`src/design/ssp_pkg.sv`:
```
// Shared types and constants for the step sequencer playhead core.
// Used by every module of the block but ssp_ram; has no dependencies.
`timescale 1ns / 1ps
`default_nettype none

package ssp_pkg;

    localparam int MAX_STEPS_DEF = 1024;

    localparam int SEQ_LEN_W = 11;
    localparam int INDEX_W   = 10;
    localparam int DUR_W     = 7;
    localparam int CV_W      = 7;
    localparam int POS_W     = 10;
    localparam int TICK_W    = 7;

    localparam logic [SEQ_LEN_W-1:0] SEQ_LEN_RESET = 11'd1;

    localparam logic MODE_WRITE = 1'b0;
    localparam logic MODE_TICK  = 1'b1;

    typedef struct packed {
        logic               mode;
        logic [INDEX_W-1:0] step_index;
        logic [DUR_W-1:0]   step_duration;
        logic [CV_W-1:0]    step_cv;
    } in_item_t;

    typedef struct packed {
        logic [POS_W-1:0]  play_position;
        logic [TICK_W-1:0] hold_count;
        logic              note_fired;
        logic [CV_W-1:0]   note_cv;
    } out_item_t;

    typedef struct packed {
        logic clr_wr;
        logic step_wr;
        logic tick_start;
        logic scan_rd;
        logic result_load;
    } dp_cmd_t;

    typedef struct packed {
        logic clr_last;
        logic scan_last;
    } dp_sts_t;

endpackage

`default_nettype wire

```
`src/design/ssp_ctrl.sv`:
```
// Controller FSM: clearing pass, request intake, step scan and result hand-off.
// Depends on ssp_pkg; drives ssp_dpath through command/status structs.
`timescale 1ns / 1ps
`default_nettype none

module ssp_ctrl (
    input  wire logic            aclk,
    input  wire logic            aresetn,
    input  wire logic            s_valid,
    input  wire logic            s_mode,
    output logic                 s_ready,
    output logic                 m_valid,
    input  wire logic            m_ready,
    output ssp_pkg::dp_cmd_t     cmd,
    input  wire ssp_pkg::dp_sts_t sts
);

    typedef enum logic [2:0] {
        ST_CLEAR,
        ST_IDLE,
        ST_SCAN,
        ST_DRAIN,
        ST_UPDATE
    } state_t;

    state_t state_reg, state_next;
    logic   m_valid_reg, m_valid_next;
    logic   out_free;

    assign out_free = !m_valid_reg || m_ready;

    always_comb begin
        state_next   = state_reg;
        cmd          = '0;
        s_ready      = 1'b0;
        m_valid_next = m_valid_reg && !m_ready;
        unique case (state_reg)
            ST_CLEAR: begin
                cmd.clr_wr = 1'b1;
                if (sts.clr_last) begin
                    state_next = ST_IDLE;
                end
            end
            ST_IDLE: begin
                s_ready = 1'b1;
                if (s_valid) begin
                    if (s_mode == ssp_pkg::MODE_TICK) begin
                        cmd.tick_start = 1'b1;
                        state_next     = ST_SCAN;
                    end else begin
                        cmd.step_wr = 1'b1;
                    end
                end
            end
            ST_SCAN: begin
                cmd.scan_rd = 1'b1;
                if (sts.scan_last) begin
                    state_next = ST_DRAIN;
                end
            end
            ST_DRAIN: begin
                state_next = ST_UPDATE;
            end
            ST_UPDATE: begin
                if (out_free) begin
                    cmd.result_load = 1'b1;
                    m_valid_next    = 1'b1;
                    state_next      = ST_IDLE;
                end
            end
            default: begin
                state_next = ST_IDLE;
            end
        endcase
    end

    always_ff @(posedge aclk) begin
        if (!aresetn) begin
            state_reg   <= ST_CLEAR;
            m_valid_reg <= 1'b0;
        end else begin
            state_reg   <= state_next;
            m_valid_reg <= m_valid_next;
        end
    end

    assign m_valid = m_valid_reg;

endmodule

`default_nettype wire

```
`config.mk`:
```
export PLATFORM = sky130hd
export DESIGN_NAME = ssp_ctrl
export DESIGN_NICKNAME = d
export VERILOG_FILES = /design/src/design/ssp_pkg.sv /design/src/design/ssp_ctrl.sv
export SDC_FILE = /design/constraint.sdc
export NUM_CORES = 1
export LEC_CHECK = 0
export BUFFER_PORTS_ARGS = -buffer_cell sky130_fd_sc_hd__buf_2
export CORE_AREA = 3 3 40 42
export CTS_CLUSTER_SIZE = 8
export DETAILED_ROUTE_END_ITERATION = 7
export DIE_AREA = 0 0 43 45
export GPL_TIMING_DRIVEN = 0
export SYNTH_ARGS = -nofsm -noshare
export SYNTH_HDL_FRONTEND = slang
export SYNTH_SLANG_ARGS = --single-unit
```
`constraint.sdc`:
```
create_clock -name aclk -period 1.6 [get_ports aclk]
set_input_delay 0.16 -clock aclk [delete_from_list [all_inputs] [get_ports aclk]]
set_output_delay 0.16 -clock aclk [all_outputs]
set_load 0.005 [all_outputs]
```
==> flow_summary.json <==
{
  "yosysTopAreaCell": "dfxtp_1",
  "holdPathStages": 3,
  "drt-pass1-iter-count": 4,
  "start_util": 0.2045,
  "r2r_end": "state_reg[0]$_SDFFE_PN0P_",
  "hpwlAfterDp_um": 465.6,
  "final_core_utilization": 0.2872,
  "crit_fanout": 6,
  "synth_cell_types": 20,
  "rsz0062_at_grt": "false",
  "max_clock_freq_ghz": 0.7697,
  "post_cts_buffers": 0,
  "drive_gt1_frac": 0.5435,
  "p_comb_frac": 0.169,
  "cts_tree": "yes",
  "fillers": 152,
  "n_antenna_cell": 0,
  "ys_ff_latch": 4,
  "io_pins": 14,
  "core_area_um2": 1285,
  "routed-via-count": 278,
  "finalSetupTns_ns": 0,
  "ctsRootBufferMaster": "clkbuf_4",
  "dpl-instance-area_um2": 346.6,
  "hp-start": "aresetn",
  "routed_wl_um": 637,
  "ctsResizeCount": 0,
  "numCtsBuffers": 3,
  "grt_pass1_vias": 256,
  "hold_path.class": "in -> reg",
  "setup_slack_ns": 0.3008,
  "hold_viol_final": 0,
  "ctsHoldBuffers": 0,
  "worst_pin_slew_ns": 0.2868,
  "dpl.cell_count": 58,
  "maxCapViolCount": 0,
  "rows": 13,
  "cts.clk_slew.worst_paths_ns": 0.04,
  "postRouteAntennaNets": 0,
  "critPathKind": "reg -> out",
  "grt_usage": 0.08083,
  "switching_share": 0.2807,
  "crit_slowest_cell": "dfxtp_1",
  "die_h_um": 45,
  "chipWidth_um": 43,
  "netlist_area_um2": 262.8,
  "synth_warnings": 0,
  "max_stage_delay_ns": 0.42,
  "die_area_um2": 1935,
  "slew_headroom": 0.8086,
  "crit_arrival_ns": 1.14,
  "largest_reg_flops": 3,
  "syn_avg_cell_area_um2": 8.758,
  "clock_skew_ns": 0.005313,
  "end_kind": "output pin",
  "p_leak_nw": 0.1695,
  "r2r_start": "state_reg[2]$_SDFFE_PN0P_",
  "post-place-ws_ns": 0.5581,
  "period_share": 0.8120,
  "cts.htree.levels": 1,
  "via_per_inst": 4.557,
  "clkPwrFrac": 0.459,
  "io_buffers": 13,
  "grt_pass1_wl_mm": 1.076,
  "globalplace.congestion": 0.7697,
  "grt_max_degree": 11,
  "antenna_found_initial": 0,
  "clock_sinks": 4,
  "report.final.slew_viol_count": 0,
  "synth_top_area_share": 0.3048,
  "period_minus_slack_ns": 1.299,
  "intPower_mw": 0.2146,
  "yosysSeqAreaShare": 0.3048,
  "irDropWorstVdd_mv": 0.2461,
  "final_area_um2": 369.1,
  "synthTopCellsByArea": "dfxtp_1, nor2_2, nand2b_2",
  "powerDensity_nw_per_um2": 808.4,
  "drc": 0,
  "clockBufferDepth": 2,
  "fin_nets": 55,
  "wl_per_cell_um": 10.44,
  "cp.required_ns": 1.44,
  "critical_path.cell_chain": "nand2b_2 > nor2_2 > and3_1 > buf_2",
  "finalSetupViolations": 0,
  "cp-start-kind": "register",
  "final_cells": 61,
  "insertion_delay_ns": 0.25,
  "ff2ff_setup_slack_ns": 0.65,
  "gr-total-overflow": 0,
  "hold_end": "state_reg[1]$_SDFFE_PN0P_",
  "switchingPower_mw": 0.08377,
  "areaGrowthSynthToFinish_pct": 40.48,
  "syn-instance-count": 30,
  "p_seq_frac": 0.372,
  "synth_nets": 37,
  "drt_iter0_markers": 4,
  "status": "completed",
  "r2r.worst_path.cells": 4
}
==> synthesized netlist by cell type <==
library cell	n
dfxtp_1	4
a21oi_1	3
nor2_2	3
nand2b_2	2
nor2_1	2
nor2b_1	2
a211oi_2	1
a21boi_1	1
a21o_1	1
and3_1	1
buf_6	1
nand2_1	1
nand2b_1	1
nand3_1	1
nand3b_1	1
nand4b_1	1
nor3_1	1
nor3_2	1
nor4b_2	1
o21ai_1	1
==> placed cells by master (no fill, tap or decap), types with 2 or more instances in the layout <==
master / synthesis / layout
buf_2: 0 / 13
dfxtp_1: 4 / 4
nor2_2: 3 / 3
a21oi_1: 3 / 3
clkbuf_4: 0 / 3
nor2_1: 2 / 2
nand2b_2: 2 / 2
nor2b_1: 2 / 2
==> power groups by stage <==
stage / Clock, mW / Combinational (mW) / Sequential, mW
detailed placement: 0 / 0.0504 / 0.113
global route: 0.149 / 0.0554 / 0.112
finish: 0.137 / 0.0503 / 0.111
global placement: 0 / 0.0493 / 0.113
CTS: 0.140 / 0.0508 / 0.111
floorplan: 0 / 0.0284 / 0.112
==> routing by layer <==
metal  wire (um)  part of all wire  track usage
met5           0                 0            0
met4          16             0.025      0.07229
met1         250              0.39      0.07971
met2         307              0.48       0.1198
met3          63             0.099      0.04781
==> area by class of cell <==
type / count / area [um2] / share of cell area
Timing Repair Buffer: 13 / 65.06 / 0.1763
Multi-Input combinational cell: 25 / 171.4 / 0.4644
Sequential cell: 4 / 80.08 / 0.2169
Clock buffer: 3 / 22.52 / 0.06102
Buffer: 1 / 11.26 / 0.03051
Tap cell: 15 / 18.77 / 0.05085
==> kinds of logic after synthesis <==
kind of cell | count (synthesis) | share of synthesized area
compound gates | 7 | 0.1809
simple gates | 18 | 0.4714
buf+inv | 1 | 0.04285
flops | 4 | 0.3048
==> how the worst max path moves through the flow <==
stage                                         start      to  slack [ns]  depth (start not counted)
after floorplan           state_reg[0]$_SDFFE_PN0P_  cmd[2]        0.67                          3
after global placement    state_reg[0]$_SDFFE_PN0P_  cmd[3]        0.56                          3
after detailed placement  state_reg[0]$_SDFFE_PN0P_  cmd[3]        0.56                          3
after CTS                 state_reg[0]$_SDFFE_PN0P_  cmd[2]        0.29                          4
after global routing      state_reg[1]$_SDFFE_PN0P_  cmd[0]        0.20                          4
final                     state_reg[0]$_SDFFE_PN0P_  cmd[2]        0.30                          4
==> worst max-delay path, delay by kind of cell (launching register included) <==
family                 cells  cell delay [ns]
buffers and inverters      1             0.11
AND/OR/NAND/NOR            3             0.37
flip-flops                 1             0.42
==> metrics by stage <==
stage / hold WS (ns) / total power [mW]
final: 0.1734 / 0.2984
after global routing: 0.1923 / 0.3158
after CTS: 0.1727 / 0.3022
after detailed placement: 0.4336 / 0.1632
after global placement: 0.4290 / 0.1622
after floorplan: 0.2784 / 0.1401
Note: power is estimated with default switching activity, not from simulation.
